`config.mk`:
```
export PLATFORM = sky130hd
export DESIGN_NAME = ps2_host_transmitter
export DESIGN_NICKNAME = d
export VERILOG_FILES = /design/src/rtl/core/ps2tx_pkg.sv /design/src/rtl/core/ps2_host_transmitter.sv /design/src/rtl/core/ps2tx_csr.sv /design/src/rtl/core/ps2tx_fsm.sv
export SDC_FILE = /design/constraint.sdc
export NUM_CORES = 1
export LEC_CHECK = 0
export BUFFER_PORTS_ARGS = -buffer_cell sky130_fd_sc_hd__buf_4
export CAP_MARGIN = 20
export CORE_ASPECT_RATIO = 2
export CORE_MARGIN = 5
export CORE_UTILIZATION = 45
export DETAILED_ROUTE_END_ITERATION = 8
export GPL_TIMING_DRIVEN = 0
export SYNTH_ARGS = -nofsm -noshare
export SYNTH_HDL_FRONTEND = slang
export SYNTH_HIERARCHICAL = 1
export SYNTH_SLANG_ARGS = --single-unit
```
`constraint.sdc`:
```
create_clock -name clock -period 15.3 [get_ports clock]
set_input_delay 3.06 -clock clock [delete_from_list [all_inputs] [get_ports clock]]
set_output_delay 3.06 -clock clock [all_outputs]
set_load 0.05 [all_outputs]
```
`src/rtl/core/ps2tx_pkg.sv`:
```
// shared types, constants and register map of the ps2 host transmitter
package ps2tx_pkg;

   localparam int PS2TX_COUNTER_WIDTH = 16;
   localparam int REG_W = 16;
   localparam int CSR_DATA_W = 32;
   localparam int CSR_ADDR_W = 5;
   localparam int FRAME_W = 10;
   localparam int BIT_IDX_W = 4;
   localparam int STATUS_W = 3;
   localparam logic [BIT_IDX_W-1:0] FRAME_BITS = 4'd10;

   localparam logic [REG_W-1:0] INHIBIT_RESET = 16'd120;
   localparam logic [REG_W-1:0] DATA_LOW_RESET = 16'd10;
   localparam logic [REG_W-1:0] RELEASE_RESET = 16'd10;
   localparam logic [REG_W-1:0] START_TIMEOUT_RESET = 16'd5000;
   localparam logic [REG_W-1:0] STEP_TIMEOUT_RESET = 16'd1000;

   localparam logic [STATUS_W-1:0] ST_OK         = 3'd0;
   localparam logic [STATUS_W-1:0] ST_NO_START   = 3'd1;
   localparam logic [STATUS_W-1:0] ST_LOW_TO     = 3'd2;
   localparam logic [STATUS_W-1:0] ST_HIGH_TO    = 3'd3;
   localparam logic [STATUS_W-1:0] ST_NO_ACK     = 3'd4;
   localparam logic [STATUS_W-1:0] ST_NO_RELEASE = 3'd5;

   typedef enum logic [2:0] {
      REG_INHIBIT_TICKS  = 3'd0,
      REG_DATA_LOW_TICKS = 3'd1,
      REG_RELEASE_TICKS  = 3'd2,
      REG_START_TIMEOUT  = 3'd3,
      REG_STEP_TIMEOUT   = 3'd4
   } reg_index_type;

   typedef struct packed {
      logic [REG_W-1:0] inhibit_ticks;
      logic [REG_W-1:0] data_low_ticks;
      logic [REG_W-1:0] release_ticks;
      logic [REG_W-1:0] start_timeout;
      logic [REG_W-1:0] step_timeout;
   } limits_type;

   typedef struct packed {
      logic                clk_drive_low;
      logic                data_drive_low;
      logic                busy_res;
      logic                done_res;
      logic [STATUS_W-1:0] status;
   } result_type;

endpackage

```
`src/rtl/core/ps2_host_transmitter.sv`:
```
// top level of the ps2 host-to-device transmitter
// One request is one microsecond tick: the sampled ps2 clock and data line
// levels plus an optional start command with the byte to send (a start
// command while a send is in progress is ignored). Every request gives
// exactly one response with the line drives, busy, done and the status of
// the last finished send.
// Requests are taken into an input register, go through the sequencer in one
// pass and land in the response register; one request is taken every cycle
// while the receiver does not stall.
// When the receiver stalls, the response register holds, the input register
// fills and req_stall rises, so no request is lost.
// Reset clears both pipeline valids, puts the sequencer in idle with status
// ok and loads the timing registers with their default values. The timing
// registers are written over the csr port in the access phase, after setup.
module ps2_host_transmitter
   import ps2tx_pkg::*;
#(
   parameter int COUNTER_WIDTH = PS2TX_COUNTER_WIDTH
) (
   input  logic                  clock,
   input  logic                  reset,
   input  logic                  req_valid,
   output logic                  req_stall,
   input  logic                  req_command,
   input  logic [7:0]            req_tx_byte,
   input  logic                  req_clk_level,
   input  logic                  req_data_level,
   output logic                  rsp_valid,
   input  logic                  rsp_stall,
   output logic                  rsp_clk_drive_low,
   output logic                  rsp_data_drive_low,
   output logic                  rsp_busy_res,
   output logic                  rsp_done_res,
   output logic [STATUS_W-1:0]   rsp_status,
   input  logic                  csr_psel,
   input  logic                  csr_penable,
   input  logic                  csr_pwrite,
   input  logic [CSR_ADDR_W-1:0] csr_paddr,
   input  logic [CSR_DATA_W-1:0] csr_pwdata,
   output logic [CSR_DATA_W-1:0] csr_prdata,
   output logic                  csr_pready
);

   logic       in_valid_ff, in_valid_in;
   logic       command_ff;
   logic [7:0] tx_byte_ff;
   logic       clk_level_ff;
   logic       data_level_ff;
   logic       rsp_valid_ff, rsp_valid_in;
   result_type rsp_ff;
   result_type result;
   limits_type limits;
   logic       advance;
   logic       step;
   logic       accept;

   ps2tx_csr u_csr (
      .clock       (clock),
      .reset       (reset),
      .csr_psel    (csr_psel),
      .csr_penable (csr_penable),
      .csr_pwrite  (csr_pwrite),
      .csr_paddr   (csr_paddr),
      .csr_pwdata  (csr_pwdata),
      .csr_prdata  (csr_prdata),
      .csr_pready  (csr_pready),
      .limits      (limits)
   );

   ps2tx_fsm #(
      .COUNTER_WIDTH (COUNTER_WIDTH)
   ) u_fsm (
      .clock      (clock),
      .reset      (reset),
      .step       (step),
      .command    (command_ff),
      .tx_byte    (tx_byte_ff),
      .clk_level  (clk_level_ff),
      .data_level (data_level_ff),
      .limits     (limits),
      .result     (result)
   );

   assign advance = !rsp_valid_ff || !rsp_stall;
   assign step = in_valid_ff && advance;
   assign req_stall = in_valid_ff && !advance;
   assign accept = req_valid && !req_stall;

   always_comb begin
      in_valid_in = in_valid_ff;
      if (accept) in_valid_in = 1'b1;
      else if (advance) in_valid_in = 1'b0;
      rsp_valid_in = rsp_valid_ff;
      if (advance) rsp_valid_in = in_valid_ff;
   end

   always_ff @(posedge clock) begin
      if (reset) begin
         in_valid_ff <= 1'b0;
         rsp_valid_ff <= 1'b0;
      end else begin
         in_valid_ff <= in_valid_in;
         rsp_valid_ff <= rsp_valid_in;
      end
   end

   always_ff @(posedge clock) begin
      if (accept) begin
         command_ff <= req_command;
         tx_byte_ff <= req_tx_byte;
         clk_level_ff <= req_clk_level;
         data_level_ff <= req_data_level;
      end
      if (step) rsp_ff <= result;
   end

   assign rsp_valid = rsp_valid_ff;
   assign rsp_clk_drive_low = rsp_ff.clk_drive_low;
   assign rsp_data_drive_low = rsp_ff.data_drive_low;
   assign rsp_busy_res = rsp_ff.busy_res;
   assign rsp_done_res = rsp_ff.done_res;
   assign rsp_status = rsp_ff.status;

endmodule

```
`src/rtl/core/ps2tx_csr.sv`:
```
// configuration registers of the ps2 host transmitter
module ps2tx_csr
   import ps2tx_pkg::*;
(
   input  logic                  clock,
   input  logic                  reset,
   input  logic                  csr_psel,
   input  logic                  csr_penable,
   input  logic                  csr_pwrite,
   input  logic [CSR_ADDR_W-1:0] csr_paddr,
   input  logic [CSR_DATA_W-1:0] csr_pwdata,
   output logic [CSR_DATA_W-1:0] csr_prdata,
   output logic                  csr_pready,
   output limits_type            limits
);

   logic [REG_W-1:0] inhibit_ff;
   logic [REG_W-1:0] data_low_ff;
   logic [REG_W-1:0] release_ff;
   logic [REG_W-1:0] start_to_ff;
   logic [REG_W-1:0] step_to_ff;
   logic             write_en;
   reg_index_type    index;
   logic [REG_W-1:0] wdata;
   logic [REG_W-1:0] rdata;

   assign write_en = csr_psel && csr_penable && csr_pwrite;
   assign index = reg_index_type'(csr_paddr[CSR_ADDR_W-1:2]);
   assign wdata = csr_pwdata[REG_W-1:0];
   assign csr_pready = 1'b1;

   always_ff @(posedge clock) begin
      if (reset) begin
         inhibit_ff <= INHIBIT_RESET;
         data_low_ff <= DATA_LOW_RESET;
         release_ff <= RELEASE_RESET;
         start_to_ff <= START_TIMEOUT_RESET;
         step_to_ff <= STEP_TIMEOUT_RESET;
      end else if (write_en) begin
         case (index)
            REG_INHIBIT_TICKS: inhibit_ff <= wdata;
            REG_DATA_LOW_TICKS: data_low_ff <= wdata;
            REG_RELEASE_TICKS: release_ff <= wdata;
            REG_START_TIMEOUT: start_to_ff <= wdata;
            REG_STEP_TIMEOUT: step_to_ff <= wdata;
            default: ;
         endcase
      end
   end

   always_comb begin
      case (index)
         REG_INHIBIT_TICKS: rdata = inhibit_ff;
         REG_DATA_LOW_TICKS: rdata = data_low_ff;
         REG_RELEASE_TICKS: rdata = release_ff;
         REG_START_TIMEOUT: rdata = start_to_ff;
         REG_STEP_TIMEOUT: rdata = step_to_ff;
         default: rdata = '0;
      endcase
   end

   assign csr_prdata = CSR_DATA_W'(rdata);

   assign limits.inhibit_ticks = inhibit_ff;
   assign limits.data_low_ticks = data_low_ff;
   assign limits.release_ticks = release_ff;
   assign limits.start_timeout = start_to_ff;
   assign limits.step_timeout = step_to_ff;

endmodule

```
`src/rtl/core/ps2tx_fsm.sv`:
```
// send sequencer: phase, tick counter, frame and line drive per request
module ps2tx_fsm
   import ps2tx_pkg::*;
#(
   parameter int COUNTER_WIDTH = PS2TX_COUNTER_WIDTH
) (
   input  logic       clock,
   input  logic       reset,
   input  logic       step,
   input  logic       command,
   input  logic [7:0] tx_byte,
   input  logic       clk_level,
   input  logic       data_level,
   input  limits_type limits,
   output result_type result
);

   localparam int LIM_W = (COUNTER_WIDTH > REG_W) ? COUNTER_WIDTH : REG_W;
   localparam logic [COUNTER_WIDTH-1:0] CNT_MAX = '1;

   typedef enum logic [8:0] {
      PH_IDLE       = 9'b000000001,
      PH_INHIBIT    = 9'b000000010,
      PH_DATA_LOW   = 9'b000000100,
      PH_RELEASE    = 9'b000001000,
      PH_WAIT_START = 9'b000010000,
      PH_WAIT_LOW   = 9'b000100000,
      PH_WAIT_HIGH  = 9'b001000000,
      PH_WAIT_ACK   = 9'b010000000,
      PH_WAIT_REL   = 9'b100000000
   } phase_type;

   function automatic logic [COUNTER_WIDTH-1:0] clamp(input logic [REG_W-1:0] v);
      logic [LIM_W-1:0] wide;
      wide = LIM_W'(v);
      if (wide > LIM_W'(CNT_MAX)) wide = LIM_W'(CNT_MAX);
      if (wide == '0) wide = LIM_W'(1);
      return COUNTER_WIDTH'(wide);
   endfunction

   phase_type                phase_ff, phase_in;
   logic [COUNTER_WIDTH-1:0] cnt_ff, cnt_in;
   logic [FRAME_W-1:0]       frame_ff, frame_in;
   logic [BIT_IDX_W-1:0]     bit_ff, bit_in;
   logic [STATUS_W-1:0]      status_ff, status_in;
   logic [REG_W-1:0]         raw_limit;
   logic [COUNTER_WIDTH-1:0] cur_limit;
   logic [COUNTER_WIDTH-1:0] cnt_inc;
   logic                     reached;
   logic                     done;
   logic [BIT_IDX_W-1:0]     bit_sel;
   logic                     cdrv;
   logic                     ddrv;

   always_comb begin
      case (phase_ff)
         PH_INHIBIT: raw_limit = limits.inhibit_ticks;
         PH_DATA_LOW: raw_limit = limits.data_low_ticks;
         PH_RELEASE: raw_limit = limits.release_ticks;
         PH_WAIT_START: raw_limit = limits.start_timeout;
         default: raw_limit = limits.step_timeout;
      endcase
   end

   assign cur_limit = clamp(raw_limit);
   assign cnt_inc = cnt_ff + COUNTER_WIDTH'(1);
   assign reached = (cnt_inc >= cur_limit);

   always_comb begin
      phase_in = phase_ff;
      cnt_in = cnt_ff;
      frame_in = frame_ff;
      bit_in = bit_ff;
      status_in = status_ff;
      done = 1'b0;
      case (phase_ff)
         PH_IDLE: begin
            if (command) begin
               frame_in = {1'b1, ~^tx_byte, tx_byte};
               bit_in = '0;
               phase_in = PH_INHIBIT;
               cnt_in = '0;
            end
         end
         PH_INHIBIT: begin
            if (reached) begin
               phase_in = PH_DATA_LOW;
               cnt_in = '0;
            end else begin
               cnt_in = cnt_inc;
            end
         end
         PH_DATA_LOW: begin
            if (reached) begin
               phase_in = PH_RELEASE;
               cnt_in = '0;
            end else begin
               cnt_in = cnt_inc;
            end
         end
         PH_RELEASE: begin
            if (reached) begin
               phase_in = PH_WAIT_START;
               cnt_in = '0;
            end else begin
               cnt_in = cnt_inc;
            end
         end
         PH_WAIT_START: begin
            if (!clk_level) begin
               bit_in = '0;
               phase_in = PH_WAIT_HIGH;
               cnt_in = '0;
            end else if (reached) begin
               status_in = ST_NO_START;
               done = 1'b1;
            end else begin
               cnt_in = cnt_inc;
            end
         end
         PH_WAIT_LOW: begin
            if (!clk_level) begin
               bit_in = bit_ff + BIT_IDX_W'(1);
               phase_in = PH_WAIT_HIGH;
               cnt_in = '0;
            end else if (reached) begin
               status_in = ST_LOW_TO;
               done = 1'b1;
            end else begin
               cnt_in = cnt_inc;
            end
         end
         PH_WAIT_HIGH: begin
            if (clk_level) begin
               phase_in = (bit_ff >= FRAME_BITS) ? PH_WAIT_ACK : PH_WAIT_LOW;
               cnt_in = '0;
            end else if (reached) begin
               status_in = ST_HIGH_TO;
               done = 1'b1;
            end else begin
               cnt_in = cnt_inc;
            end
         end
         PH_WAIT_ACK: begin
            if (!data_level) begin
               phase_in = PH_WAIT_REL;
               cnt_in = '0;
            end else if (reached) begin
               status_in = ST_NO_ACK;
               done = 1'b1;
            end else begin
               cnt_in = cnt_inc;
            end
         end
         PH_WAIT_REL: begin
            if (data_level) begin
               status_in = ST_OK;
               done = 1'b1;
            end else if (reached) begin
               status_in = ST_NO_RELEASE;
               done = 1'b1;
            end else begin
               cnt_in = cnt_inc;
            end
         end
         default: begin
            phase_in = PH_IDLE;
            cnt_in = '0;
            bit_in = '0;
         end
      endcase
      if (done) begin
         phase_in = PH_IDLE;
         cnt_in = '0;
         bit_in = '0;
      end
   end

   assign bit_sel = bit_in - BIT_IDX_W'(1);

   always_comb begin
      cdrv = 1'b0;
      ddrv = 1'b0;
      case (phase_in)
         PH_INHIBIT: cdrv = 1'b1;
         PH_DATA_LOW: begin
            cdrv = 1'b1;
            ddrv = 1'b1;
         end
         PH_RELEASE, PH_WAIT_START: ddrv = 1'b1;
         PH_WAIT_LOW, PH_WAIT_HIGH: begin
            if (bit_in == '0) ddrv = 1'b1;
            else if (bit_in <= FRAME_BITS) ddrv = ~frame_in[bit_sel];
         end
         default: ;
      endcase
   end

   always_ff @(posedge clock) begin
      if (reset) begin
         phase_ff <= PH_IDLE;
         cnt_ff <= '0;
         frame_ff <= '0;
         bit_ff <= '0;
         status_ff <= ST_OK;
      end else if (step) begin
         phase_ff <= phase_in;
         cnt_ff <= cnt_in;
         frame_ff <= frame_in;
         bit_ff <= bit_in;
         status_ff <= status_in;
      end
   end

   assign result.clk_drive_low = cdrv;
   assign result.data_drive_low = ddrv;
   assign result.busy_res = (phase_in != PH_IDLE);
   assign result.done_res = done;
   assign result.status = status_in;

`ifndef NO_ASSERTIONS
   a_bit_range: assert property (@(posedge clock) disable iff (reset)
      bit_ff <= FRAME_BITS)
      else $error("bit index past stop bit");

   a_idle_clean: assert property (@(posedge clock) disable iff (reset)
      (phase_ff == PH_IDLE) |-> (cnt_ff == '0 && bit_ff == '0))
      else $error("idle with stale counter or bit index");

   a_start: assert property (@(posedge clock) disable iff (reset)
      (step && phase_ff == PH_IDLE && command) |=> (phase_ff == PH_INHIBIT))
      else $error("start request did not enter inhibit");

   a_release_ok: assert property (@(posedge clock) disable iff (reset)
      (step && phase_ff == PH_WAIT_REL && data_level)
      |=> (phase_ff == PH_IDLE && status_ff == ST_OK))
      else $error("data release did not finish with ok status");
`endif

endmodule
```
==> metrics.md <==
| Metric | Value |
|---|---|
| Outcome | complete, no violations |
| Area grow syn2layout | 16.27% |
| WHS | 456.8 ps |
| Max-Slew Margin vs Limit | 42.79% |
| Crit path from | csr_paddr[3] |
| Vias in the first global route | 7657 |
| Mux cell area share after synthesis | 13.95% |
| Most area-consuming cells after synthesis | dfxtp_1, mux2i_1, edfxtp_1, nand2b_1, a22oi_1 |
| RSZ-0062 raised after global routing | false |
| Ports | 97 |
| FF-to-FF Start | u_fsm/phase_ff[4] |
| Rows | 70 |
| Fin crit share | 52.02% |
| Complex-gate fraction of the synthesized area | 15.75% |
| GRT Total Usage | 25.33% |
| Yosys top cell area share | 29.51% |
| XOR/XNOR share of the synthesized area | 4.253% |
| Worst-Margin Slew | 854.4 ps |
| Final Max Slew Viols | 0 |
| Ant diodes | 0 |
| Fillers | 1784 |
| Synth Flop Type | dfxtp_1 |
| Port buffer count | 59 |
| GPL Wtd Cong | 0.9273 |
| Max-cap violations | 0 |
| DP Wirelength | 20700 microns |
| Synth Area in Simple Gates | 20.32% |
| EDFF count, synth | 18 |
| VDD IR-drop max | 0.09246 mV |
| FMAX | 125.6 MHz |
| Detailed Route Iter0 Violations | 367 |
| Clock latency on the worst-skew pair | 430 ps |
| Startpoint types | primary input |
| Setup Skew | 10.50 ps |
| Post-Syn Area | 8413 sq um |
| First-pass GRT wire length | 41660 microns |
| Total CTS buffers | 17 |
| Synth Register Bits | 142 |
| Largest family of logic cells by synthesized area | simple AND/OR/NAND/NOR gates |
| Final ANT Viol Nets | 0 |
| Avg Cell Area, Syn | 9.115 sq um |
| # clock sinks | 142 |
| FFs w/ async S/R, synth | 0% |
| Die Y | 203.4 microns |
| CP Data Required Time | 12240 ps |
| Synth Area in Adders | 3.421% |
| Initial antenna violation count | 0 |
| Setup violations, final | 0 |
| Initial Util | 45.74% |
| Hold_sp | u_fsm/frame_ff[4] |
| DRC viols | 0 |
| Worst Hold Class | register to register |
| DP Area | 9205 sq um |
| Setup TNS | 0 ps |
| Total grt overflow | 0 |
| # resized after CTS | 0 |
| Final Hold Fails | 0 |
| Number of placed cells counting well taps | 1216 |
| Post-synthesis sequential area ratio | 35.93% |
| Largest net degree at the start of global routing | 17 |
| Core region area | 18390 sq um |
| Hold Buf Count CTS | 0 |
| Crit path arrival time | 4900 ps |
| Routed WL per cell | 21.72 microns |
| Drt pass-1 iters | 5 |
| PwrDens | 91.03 nW/um^2 |
| Non-Filler Instances | 1248 |
| Root Driver | clkbuf_16 |
| Final Net Count | 1099 |
| Leakage power | 0.004246 uW |
| H-tree Lvls | 4 |
| Leading area contributor after synthesis | dfxtp_1 |
| Critical path type | primary input to primary output |
| Flop-to-flop setup slack | 8200 ps |
| Total number of yosys warnings | 6 |
| Multi-input logic area | 4917 sq um |
| CTS clk-pin slew, worst paths | 60 ps |
| Crit path capture type | primary output |
| Max clock buf depth | 2 |
| Via/cell ratio | 5.849 |
| Syn Inst Count | 923 |
| Final instance area | 9782 sq um |
| Layout cells sized above 1 | 17.93% |
| Fin crit period | 7960 ps |
| Register Area | 3023 sq um |
| DIE WIDTH | 106.7 microns |
| Die Footprint | 21700 sq um |
| Via count | 7299 |
| Max FO, Critical Path | 10 |
| CTS tree | built |
| Setup Buffers After CTS | 0 |
| Netlist cell types | 79 |
| Routed wire length | 27100 microns |
report_power, final:
part,internal [uW],switching (uW)
clock,244,156
sequential,384,4.69
combinational,35.1,66.0
per-layer routing:
metal  wire, microns  track usage, %
met1            9101           23.77
met3            1171           4.561
met4            2087           18.52
met2           14740           47.63
met5               0               0
per-stage QoR:
stage          worst slack [ps]  util, %  total power [uW]
4_1_cts                    7389    53.10             897.7
6_report                   7340    53.18             890.5
2_1_floorplan              7614        -             463.2
3_5_place_dp               7406    50.05             496.5
5_1_grt                    7318    53.18             921.7
3_3_place_gp               7401    49.93             496.3
cells in the final DEF (no fill, tap or decap), drive strengths merged, types with 3 or more instances in the layout:
cell type  count
a32oi          3
clkinv         4
mux2i         88
nand2         55
a211oi         6
nand3b         4
clkbuf        52
a22o           8
edfxtp        18
a21oi         47
nand2b        83
o211ai         7
o21ai         16
xnor2         16
nand4         13
nand3         25
xor2          24
o31ai          4
nor2          86
mux2          18
o22ai         20
conb          17
a22oi         57
buf          118
nor4           5
ha            23
nor2b          6
o2111ai        3
inv           14
and2           4
mux4           4
and3          13
dfxtp        124
nor3           9
a21boi         3
synth_stat cells, types with 3 or more instances:
master / n
a211oi_1: 5
a21boi_0: 3
a21oi_1: 46
a22o_1: 8
a22oi_1: 57
a32oi_1: 3
and2_1: 4
and3_1: 12
buf_1: 3
buf_2: 20
buf_4: 26
buf_6: 6
clkbuf_1: 26
dfxtp_1: 124
edfxtp_1: 18
ha_1: 23
inv_1: 13
mux2_2: 16
mux2i_1: 88
mux4_2: 4
nand2_1: 54
nand2b_1: 83
nand3_1: 22
nand3b_1: 4
nand4_1: 13
nor2_1: 84
nor2b_1: 6
nor3_1: 8
o2111ai_1: 3
o211ai_1: 6
o21ai_0: 14
o22ai_1: 19
o31ai_1: 4
xnor2_1: 16
xor2_1: 23
logic make-up after synthesis:
logic type / after synthesis
AND/OR/NAND/NOR: 318
AO/OA/AOI/OAI: 192
flip-flops: 142
multiplexers: 110
buffers and inverters: 96
XOR/XNOR: 40
adder cells (fa/ha/maj): 23
other: 2
registers in the layout (all words and copies together) (netlist names), 3 cells and up:
name               flops
u_csr/data_low_ff     16
u_csr/inhibit_ff      16
u_csr/release_ff      16
u_csr/start_to_ff     16
u_csr/step_to_ff      16
u_fsm/cnt_ff          16
u_fsm/frame_ff        10
u_fsm/phase_ff         9
tx_byte_ff             8
u_fsm/bit_ff           4
rsp_status             3
u_fsm/status_ff        3
final timing paths:
check	endpoint	cells past startpoint
min reg2reg	u_fsm/frame_ff[4]	2
max reg2reg	rsp_data_drive_low	25
max	csr_prdata[3]	6
min	u_fsm/frame_ff[4]	2
area by class of cell:
| cell class | instances | share of cell area [%] |
|---|---|---|
| multi-input cells | 700 | 50.27 |
| flip-flops and latches | 142 | 30.90 |
| clock buffers | 24 | 5.155 |
| repair buffers | 64 | 4.912 |
| plain buffers | 82 | 4.873 |
| well taps | 216 | 2.763 |
| clock inverters | 6 | 0.5884 |
| inverters | 14 | 0.5372 |
critical path, stage by stage:
cell and delay, ps:
buf_2 160, nor2_4 310, clkbuf_1 590, a22oi_1 210, o22ai_1 300, buf_4 260
Note: power is estimated with default switching activity, not from simulation.
